==> src/hw/rtl/fbs_pkg.sv <==
package fbs_pkg;

  // Slot codes of the bracket, also used as the base_slot result field.
  localparam logic [1:0] SLOT_HIGH = 2'd0;
  localparam logic [1:0] SLOT_BEST = 2'd1;
  localparam logic [1:0] SLOT_LOW  = 2'd2;

  localparam int unsigned NumSlots  = 3;
  localparam int unsigned SlotWidth = 2;

  typedef logic [SlotWidth-1:0] slot_t;

  typedef enum logic [1:0] {
    ST_IDLE,
    ST_DECIDE,
    ST_FIB,
    ST_EMIT
  } fbs_state_e;

endpackage

==> src/hw/rtl/fbs_if.sv <==
interface fbs_cand_if #(
  parameter int unsigned COUNT_WIDTH   = 20,
  parameter int unsigned ENTROPY_WIDTH = 48
);
  logic                     valid;
  logic                     ready;
  logic [COUNT_WIDTH-1:0]   block_count;
  logic [ENTROPY_WIDTH-1:0] entropy;

  modport source (output valid, output block_count, output entropy, input ready);
  modport sink   (input valid, input block_count, input entropy, output ready);
endinterface

interface fbs_res_if #(
  parameter int unsigned COUNT_WIDTH = 20
);
  logic                   valid;
  logic                   ready;
  logic [1:0]             base_slot;
  logic [COUNT_WIDTH-1:0] base_blocks;
  logic [COUNT_WIDTH-1:0] merge_count;
  logic                   search_done;

  modport source (output valid, output base_slot, output base_blocks,
                  output merge_count, output search_done, input ready);
  modport sink   (input valid, input base_slot, input base_blocks,
                  input merge_count, input search_done, output ready);
endinterface

==> src/hw/rtl/fbs_fib_unit.sv <==
module fbs_fib_unit #(
  parameter int unsigned COUNT_WIDTH = 20
) (
  input  logic                   clk_i,
  input  logic                   rst_ni,
  input  logic                   start_i,
  input  logic [COUNT_WIDTH-1:0] gap_i,
  output logic                   done_o,
  output logic [COUNT_WIDTH-1:0] step_o
);

  logic                   busy_q;
  logic [COUNT_WIDTH-1:0] prev_q;
  logic [COUNT_WIDTH-1:0] cur_q;
  logic [COUNT_WIDTH-1:0] gap_q;
  logic [COUNT_WIDTH:0]   sum;
  logic                   fits;

  // One Fibonacci term per cycle: advance while the next term still fits in the gap.
  assign sum  = {1'b0, prev_q} + {1'b0, cur_q};
  assign fits = (sum <= {1'b0, gap_q});

  always_ff @(posedge clk_i or negedge rst_ni) begin
    if (!rst_ni) begin
      busy_q <= 1'b0;
    end else if (start_i) begin
      busy_q <= 1'b1;
    end else if (busy_q && !fits) begin
      busy_q <= 1'b0;
    end
  end

  always_ff @(posedge clk_i) begin
    if (start_i) begin
      prev_q <= COUNT_WIDTH'(1);
      cur_q  <= COUNT_WIDTH'(1);
      gap_q  <= gap_i;
    end else if (busy_q && fits) begin
      prev_q <= cur_q;
      cur_q  <= sum[COUNT_WIDTH-1:0];
    end
  end

  assign done_o = busy_q && !fits;
  assign step_o = prev_q;

endmodule

==> src/hw/rtl/fibonacci_bracket_search.sv <==
// Path: the accepted beat files the candidate, then the DECIDE state chooses the base slot,
//   the FIB state runs the Fibonacci unit when a step is needed, and the EMIT state loads
//   the result register, waiting while an earlier result has not been taken.
// Throughput: one candidate at a time; the next beat is taken only once the result is
//   registered and the block is back in the idle state.
// Reset (async, active low) empties all slots, zeroes block counts and clears the done flag.
module fibonacci_bracket_search #(
  parameter int unsigned COUNT_WIDTH   = 20,
  parameter int unsigned ENTROPY_WIDTH = 48
) (
  input  logic       clk_i,
  input  logic       rst_ni,
  fbs_cand_if.sink   cand_i,
  fbs_res_if.source  res_o
);

  import fbs_pkg::*;

  // The bracket: high, best and low slots, plus the sticky done flag.
  fbs_state_e                state_q, state_d;
  logic [NumSlots-1:0]       valid_q;
  logic [COUNT_WIDTH-1:0]    blocks_q  [NumSlots];
  logic [ENTROPY_WIDTH-1:0]  entropy_q [NumSlots];
  logic                      found_q, found_d;

  logic                      accept;
  logic                      cand_le;
  logic                      best_gt;
  logic [NumSlots-1:0]       wr_cand;
  logic [NumSlots-1:0]       wr_best;

  // Decision datapath.
  logic signed [COUNT_WIDTH:0] d_hb, d_bl, d_hl, d_b1, gap_sel;
  slot_t                       base_d, base_q;
  logic                        skip_fib;
  logic                        gap_nonpos;
  logic                        fib_start;
  logic                        fib_done;
  logic [COUNT_WIDTH-1:0]      fib_step;
  logic [COUNT_WIDTH-1:0]      merge_q;

  // Result register, so a finished result can wait while the next candidate comes in.
  logic                        res_valid_q;
  slot_t                       res_slot_q;
  logic [COUNT_WIDTH-1:0]      res_blocks_q;
  logic [COUNT_WIDTH-1:0]      res_merge_q;
  logic                        res_done_q;
  logic                        res_load;

  assign cand_i.ready = (state_q == ST_IDLE);
  assign accept       = cand_i.valid && cand_i.ready;

  // Filing the candidate. An empty best slot takes it; when its entropy is not above the best,
  // the old best moves to the side given by its block count, else the candidate goes to its own.
  assign cand_le = (cand_i.entropy <= entropy_q[SLOT_BEST]);
  assign best_gt = (blocks_q[SLOT_BEST] > cand_i.block_count);

  always_comb begin
    wr_cand = '0;
    wr_best = '0;
    if (accept) begin
      if (!valid_q[SLOT_BEST]) begin
        wr_cand[SLOT_BEST] = 1'b1;
      end else if (cand_le) begin
        wr_cand[SLOT_BEST] = 1'b1;
        if (best_gt) begin
          wr_best[SLOT_HIGH] = 1'b1;
        end else begin
          wr_best[SLOT_LOW] = 1'b1;
        end
      end else if (best_gt) begin
        wr_cand[SLOT_LOW] = 1'b1;
      end else begin
        wr_cand[SLOT_HIGH] = 1'b1;
      end
    end
  end

  always_ff @(posedge clk_i or negedge rst_ni) begin
    if (!rst_ni) begin
      valid_q <= '0;
      for (int i = 0; i < NumSlots; i++) begin
        blocks_q[i]  <= '0;
        entropy_q[i] <= '0;
      end
    end else begin
      for (int i = 0; i < NumSlots; i++) begin
        if (wr_cand[i]) begin
          valid_q[i]   <= 1'b1;
          blocks_q[i]  <= cand_i.block_count;
          entropy_q[i] <= cand_i.entropy;
        end else if (wr_best[i]) begin
          valid_q[i]   <= 1'b1;
          blocks_q[i]  <= blocks_q[SLOT_BEST];
          entropy_q[i] <= entropy_q[SLOT_BEST];
        end
      end
    end
  end

  // Gaps between slots, one bit wider and signed so negative gaps are seen.
  // An empty high slot reads as a block count of zero, its reset value.
  assign d_hb = $signed({1'b0, blocks_q[SLOT_HIGH]}) - $signed({1'b0, blocks_q[SLOT_BEST]});
  assign d_bl = $signed({1'b0, blocks_q[SLOT_BEST]}) - $signed({1'b0, blocks_q[SLOT_LOW]});
  assign d_hl = $signed({1'b0, blocks_q[SLOT_HIGH]}) - $signed({1'b0, blocks_q[SLOT_LOW]});
  assign d_b1 = $signed({1'b0, blocks_q[SLOT_BEST]}) - $signed((COUNT_WIDTH+1)'(1));

  // Choosing the base slot. Without a low slot the search descends from the best
  // slot and finishes once the step shrinks to zero. With a low slot it finishes
  // when the bracket has closed; otherwise it steps into the wider interval, the high one on a tie.
  always_comb begin
    base_d   = SLOT_BEST;
    gap_sel  = d_b1;
    skip_fib = 1'b0;
    found_d  = found_q;
    if (!valid_q[SLOT_LOW]) begin
      found_d = found_q || d_b1[COUNT_WIDTH] || (d_b1 == '0);
    end else begin
      if ((valid_q[SLOT_HIGH] && (d_hl == (COUNT_WIDTH+1)'(2))) ||
          (!valid_q[SLOT_HIGH] && (d_bl == (COUNT_WIDTH+1)'(1)))) begin
        found_d = 1'b1;
      end
      if (found_d) begin
        skip_fib = 1'b1;
      end else if (!valid_q[SLOT_HIGH] && !d_bl[COUNT_WIDTH] && (d_bl != '0)) begin
        gap_sel = d_bl;
      end else if (d_hb >= d_bl) begin
        base_d  = SLOT_HIGH;
        gap_sel = d_hb;
      end else begin
        gap_sel = d_bl;
      end
    end
  end

  // A gap of zero or below has a step of zero, so the unit is not started.
  assign gap_nonpos = gap_sel[COUNT_WIDTH] || (gap_sel == '0);
  assign fib_start  = (state_q == ST_DECIDE) && !skip_fib && !gap_nonpos;

  fbs_fib_unit #(
    .COUNT_WIDTH (COUNT_WIDTH)
  ) u_fib (
    .clk_i   (clk_i),
    .rst_ni  (rst_ni),
    .start_i (fib_start),
    .gap_i   (gap_sel[COUNT_WIDTH-1:0]),
    .done_o  (fib_done),
    .step_o  (fib_step)
  );

  assign res_load = (state_q == ST_EMIT) && (!res_valid_q || res_o.ready);

  always_comb begin
    state_d = state_q;
    case (state_q)
      ST_IDLE: begin
        if (accept) begin
          state_d = ST_DECIDE;
        end
      end
      ST_DECIDE: begin
        state_d = fib_start ? ST_FIB : ST_EMIT;
      end
      ST_FIB: begin
        if (fib_done) begin
          state_d = ST_EMIT;
        end
      end
      ST_EMIT: begin
        if (res_load) begin
          state_d = ST_IDLE;
        end
      end
      default: begin
        state_d = ST_IDLE;
      end
    endcase
  end

  always_ff @(posedge clk_i or negedge rst_ni) begin
    if (!rst_ni) begin
      state_q <= ST_IDLE;
    end else begin
      state_q <= state_d;
    end
  end

  always_ff @(posedge clk_i or negedge rst_ni) begin
    if (!rst_ni) begin
      found_q <= 1'b0;
    end else if (state_q == ST_DECIDE) begin
      found_q <= found_d;
    end
  end

  always_ff @(posedge clk_i) begin
    if (state_q == ST_DECIDE) begin
      base_q  <= base_d;
      merge_q <= '0;
    end else if ((state_q == ST_FIB) && fib_done) begin
      merge_q <= fib_step;
    end
  end

  always_ff @(posedge clk_i or negedge rst_ni) begin
    if (!rst_ni) begin
      res_valid_q <= 1'b0;
    end else if (res_load) begin
      res_valid_q <= 1'b1;
    end else if (res_o.ready) begin
      res_valid_q <= 1'b0;
    end
  end

  always_ff @(posedge clk_i) begin
    if (res_load) begin
      res_slot_q   <= base_q;
      res_blocks_q <= blocks_q[base_q];
      res_merge_q  <= merge_q;
      res_done_q   <= found_q;
    end
  end

  assign res_o.valid       = res_valid_q;
  assign res_o.base_slot   = res_slot_q;
  assign res_o.base_blocks = res_blocks_q;
  assign res_o.merge_count = res_merge_q;
  assign res_o.search_done = res_done_q;

endmodule
==> src/flat_wrapper.sv <==
// flat-port wrapper written by rule: the top's interface ports become plain ports
module fibonacci_bracket_search_flat import fbs_pkg::*;
#(
  parameter int unsigned COUNT_WIDTH   = 20,
  parameter int unsigned ENTROPY_WIDTH = 48
)
  (clk_i, rst_ni, cand_i_valid, cand_i_block_count, cand_i_entropy, cand_i_ready, res_o_valid, res_o_base_slot, res_o_base_blocks, res_o_merge_count, res_o_search_done, res_o_ready);
  fbs_cand_if #(.COUNT_WIDTH(COUNT_WIDTH), .ENTROPY_WIDTH(ENTROPY_WIDTH)) cand_i_i ();
  fbs_res_if #(.COUNT_WIDTH(COUNT_WIDTH)) res_o_i ();
  input  logic clk_i;
  input  logic rst_ni;
  input wire logic [$bits(cand_i_i.valid)-1:0] cand_i_valid;
  input wire logic [$bits(cand_i_i.block_count)-1:0] cand_i_block_count;
  input wire logic [$bits(cand_i_i.entropy)-1:0] cand_i_entropy;
  output wire logic [$bits(cand_i_i.ready)-1:0] cand_i_ready;
  output wire logic [$bits(res_o_i.valid)-1:0] res_o_valid;
  output wire logic [$bits(res_o_i.base_slot)-1:0] res_o_base_slot;
  output wire logic [$bits(res_o_i.base_blocks)-1:0] res_o_base_blocks;
  output wire logic [$bits(res_o_i.merge_count)-1:0] res_o_merge_count;
  output wire logic [$bits(res_o_i.search_done)-1:0] res_o_search_done;
  input wire logic [$bits(res_o_i.ready)-1:0] res_o_ready;
  assign cand_i_i.valid = cand_i_valid;
  assign cand_i_i.block_count = cand_i_block_count;
  assign cand_i_i.entropy = cand_i_entropy;
  assign cand_i_ready = cand_i_i.ready;
  assign res_o_valid = res_o_i.valid;
  assign res_o_base_slot = res_o_i.base_slot;
  assign res_o_base_blocks = res_o_i.base_blocks;
  assign res_o_merge_count = res_o_i.merge_count;
  assign res_o_search_done = res_o_i.search_done;
  assign res_o_i.ready = res_o_ready;
  fibonacci_bracket_search #(.COUNT_WIDTH(COUNT_WIDTH), .ENTROPY_WIDTH(ENTROPY_WIDTH)) u_core (.clk_i(clk_i), .rst_ni(rst_ni), .cand_i(cand_i_i), .res_o(res_o_i));
endmodule
==> config.mk <==
export PLATFORM = sky130hd
export DESIGN_NAME = fibonacci_bracket_search_flat
export DESIGN_NICKNAME = d
export VERILOG_FILES = /design/src/hw/rtl/fbs_pkg.sv /design/src/hw/rtl/fbs_if.sv /design/src/hw/rtl/fbs_fib_unit.sv /design/src/hw/rtl/fibonacci_bracket_search.sv /design/src/flat_wrapper.sv
export SDC_FILE = /design/constraint.sdc
export NUM_CORES = 1
export LEC_CHECK = 0
export ABC_AREA = 1
export BUFFER_PORTS_ARGS = -buffer_cell sky130_fd_sc_hd__buf_4
export CAP_MARGIN = 15
export CELL_PAD_IN_SITES_DETAIL_PLACEMENT = 0
export CELL_PAD_IN_SITES_GLOBAL_PLACEMENT = 1
export CORE_UTILIZATION = 41
export DETAILED_ROUTE_END_ITERATION = 12
export GPL_TIMING_DRIVEN = 0
export PLACE_DENSITY = 0.8
export SYNTH_ARGS = -nofsm -noshare
export SYNTH_HDL_FRONTEND = slang
export SYNTH_SLANG_ARGS = --single-unit
==> constraint.sdc <==
create_clock -name clk_i -period 5 [get_ports clk_i]
set_clock_uncertainty 0.05 [all_clocks]
set_input_delay 0.75 -clock clk_i [delete_from_list [all_inputs] [get_ports clk_i]]
set_output_delay 0.75 -clock clk_i [all_outputs]
set_load 0.01 [all_outputs]
==> flow_metrics.tcl <==
set metrics [dict create \
    fmax_ghz 0.206 \
    portBuffers 115 \
    clock_latency_ns 0.57 \
    design.core.area_sq_um 42300 \
    min_period_ns 4.86 \
    path_buf_inv 5 \
    multi_input_area_sq_um 10700 \
    cts_sinks 239 \
    die_y_um 210 \
    synth-main-ff-cell "dfrtp_1" \
    grt_pass1_vias 16300 \
    synth_edf_count 63 \
    drive_gt1_share_pct 17.8 \
    num-nets-final 2950 \
    powerDensity_nw_per_um2 191 \
    path_class "flip-flop to flip-flop" \
    synth_cells 2469 \
    slew_headroom_pct 41.1 \
    slew_violations 0 \
    slowest_stage "dfrtp_2" \
    area.sequential_sq_um 6030 \
    hpwl_um 44900 \
    synth_cell_types 52 \
    die-area_sq_um 44200 \
    wl_per_cell_um 17.5 \
    status "finished, final reports clean" \
    ys_seq_area_share_pct 33.7 \
    final_cell_mix "646 x nand2_1, 341 x inv_1, 187 x a21oi_1, 171 x buf_4, 171 x ha_1" \
    cts.clk_slew.worst_paths_ns 0.06 \
    place.gp.congestion 0.928 \
    grt_pass1_wl_um 88700 \
    drtIter0Drc 1047 \
    peakVddDrop_mv 0.240 \
    p_total_mw 4.15 \
    min_path_type "flip-flop to flip-flop" \
    synth_top_area_share_pct 16.3 \
    hold_ws_ns 0.378 \
    yosys.area.top_type "dfrtp_1" \
    cts_buffer_depth 3 \
    yosys_warnings 0 \
    synthesis.nets 2739 \
    die_width_um 210 \
    drc_errors 0 \
    final_common_cell "nand2_1" \
    required_ns 5.28 \
    wirelength_um 57300 \
    synth-seq-cells 239 \
    crit_family "simple AND/OR/NAND/NOR gates" \
    synth_area_leaders "dfrtp_1 16%, nand2_1 14%, ha_1 14%" \
    initial_utilization_pct 42.0 \
    ant_nets 0 \
    row_count 75 \
    ctsRootBufferMaster "clkbuf_16" \
    cap_viol_max_count 0 \
    syn2layout_area_growth_pct 22.1 \
    syn-cell-area_sq_um 17800 \
    synthArstFlopShare_pct 48.5 \
    startpoint_type "flip-flop" \
    grt_overflow 0 \
    setup_viol 0 \
    synth_area_per_cell_sq_um 7.20 \
    fin_crit_sh_pct 97.1 \
    hold_viol 0 \
    cpPeakStageDelay_ns 0.47 \
    endpoint_kind "flip-flop" \
    leakage_nw 10.9 \
    cts_htree_levels 1 \
    n_fill_cell 4146 \
    cts_tree "built" \
    grt_max_degree 92 \
    pin_count 117 \
    antenna_cells 0 \
    antenna_found_initial 1 \
    critPathArrivalTime_ns 5.13 \
    drtPass1Iterations 5 \
    worstMarginPinSlew_ns 0.882 \
    grt_usage_pct 25.7 \
    vias_per_cell 5.22 \
    crit_fanout 8 \
    rsz0062_at_grt "true" \
    utilization_pct 51.3 \
    num_vias 17100 \
    cts_buffers 29 \
]
stage by stage:
stage / std cells / setup slack [ns] / setup TNS (ns) / area [sq um]
4_1_cts: 3246 / 0.00724 / 0 / 20900
2_1_floorplan: 2469 / 0.263 / 0 / 17800
6_report: 3279 / 0.143 / 0 / 21700
5_1_grt: 3279 / -0.121 / -5.21 / 21700
3_5_place_dp: 3163 / -1.37 / -73.17 / 19400
3_3_place_gp: 3161 / -1.32 / -69.08 / 19400
cell families after synthesis:
logic type	count (synthesis)	synth area share (%)
buf+inv	446	9.74
compound gates	470	14.3
xor+xnor	52	2.60
flops	239	33.7
other cells	1	0.0211
fa+ha+maj	198	14.1
simple gates	1063	25.6
sequential cells by signal, indices dropped and copies added, names as in the netlist, 2 cells and up:
register                  count
u_core.blocks_q              60
u_core.entropy_q             48
u_core.merge_q               20
u_core.res_o.base_blocks     20
u_core.res_o.merge_count     20
u_core.u_fib.cur_q           20
u_core.u_fib.gap_q           20
u_core.u_fib.step_o          20
u_core.valid_q                3
u_core.state_q                2
routing by layer:
layer  GRT usage [%]  share of wire (%)  routed length, um
met1            35.2                 46              26300
met2            41.3                 45              25800
met3            4.25                5.9               3380
met4            7.90                3.0               1720
met5               0              0.030                 17
Yosys cell counts (all sizes together) (2+ instances only):
library cell / n
a211oi: 6
a21boi: 4
a21o: 2
a21oi: 220
a31oi: 5
and2: 3
buf: 19
clkbuf: 48
dfrtp: 116
dfxtp: 60
edfxtp: 63
fa: 3
ha: 195
inv: 379
nand2: 699
nand3: 100
nand3b: 16
nand4: 38
nor2: 168
nor3: 22
nor4: 13
o211ai: 25
o21a: 4
o21ai: 191
o21bai: 3
o221ai: 3
or2: 2
xnor2: 13
xor2: 39
layout make-up:
class	instances	area share, %
inverter	379	6.72
clock inverter	16	0.547
timing repair buffer	181	6.81
sequential	239	27.7
tap	577	3.32
clock buffer	37	3.62
buffer	66	1.84
multi-input combinational	1784	49.4
worst paths after layout:
check	start	end	slack [ns]	cells past startpoint
setup / recovery	u_core.blocks_q[20]$_DFFE_PN0P_	u_core.u_fib.gap_q[15]$_DFFE_PP_	0.14	33
hold / removal	u_core.merge_q[9]$_SDFFE_PP0P_	u_core.res_o.merge_count[9]$_DFFE_PP_	0.38	0
setup reg to reg	u_core.blocks_q[20]$_DFFE_PN0P_	u_core.u_fib.gap_q[15]$_DFFE_PP_	0.14	33
hold reg to reg	u_core.merge_q[9]$_SDFFE_PP0P_	u_core.res_o.merge_count[9]$_DFFE_PP_	0.38	0
max in group asynchronous	rst_ni	u_core.blocks_q[56]$_DFFE_PN0P_	3.55	3
min in group asynchronous	rst_ni	u_core.blocks_q[41]$_DFFE_PN0P_	0.56	2
power breakdown:
group | internal (mW) | switching (mW)
combinational | 0.0547 | 0.0712
clock | 1.16 | 0.874
sequential | 1.99 | 0.0000000000000000565
what timing repair did:
action,in CTS,in global routing
pin swaps,16,50
cloned,2,4
hold endpoints to repair,25,0
resized for setup,99,168
endpoints found under the setup margin,83,82
buffers inserted,28,29
hold buffers,1,0
(Power assumes the default switching activity.)
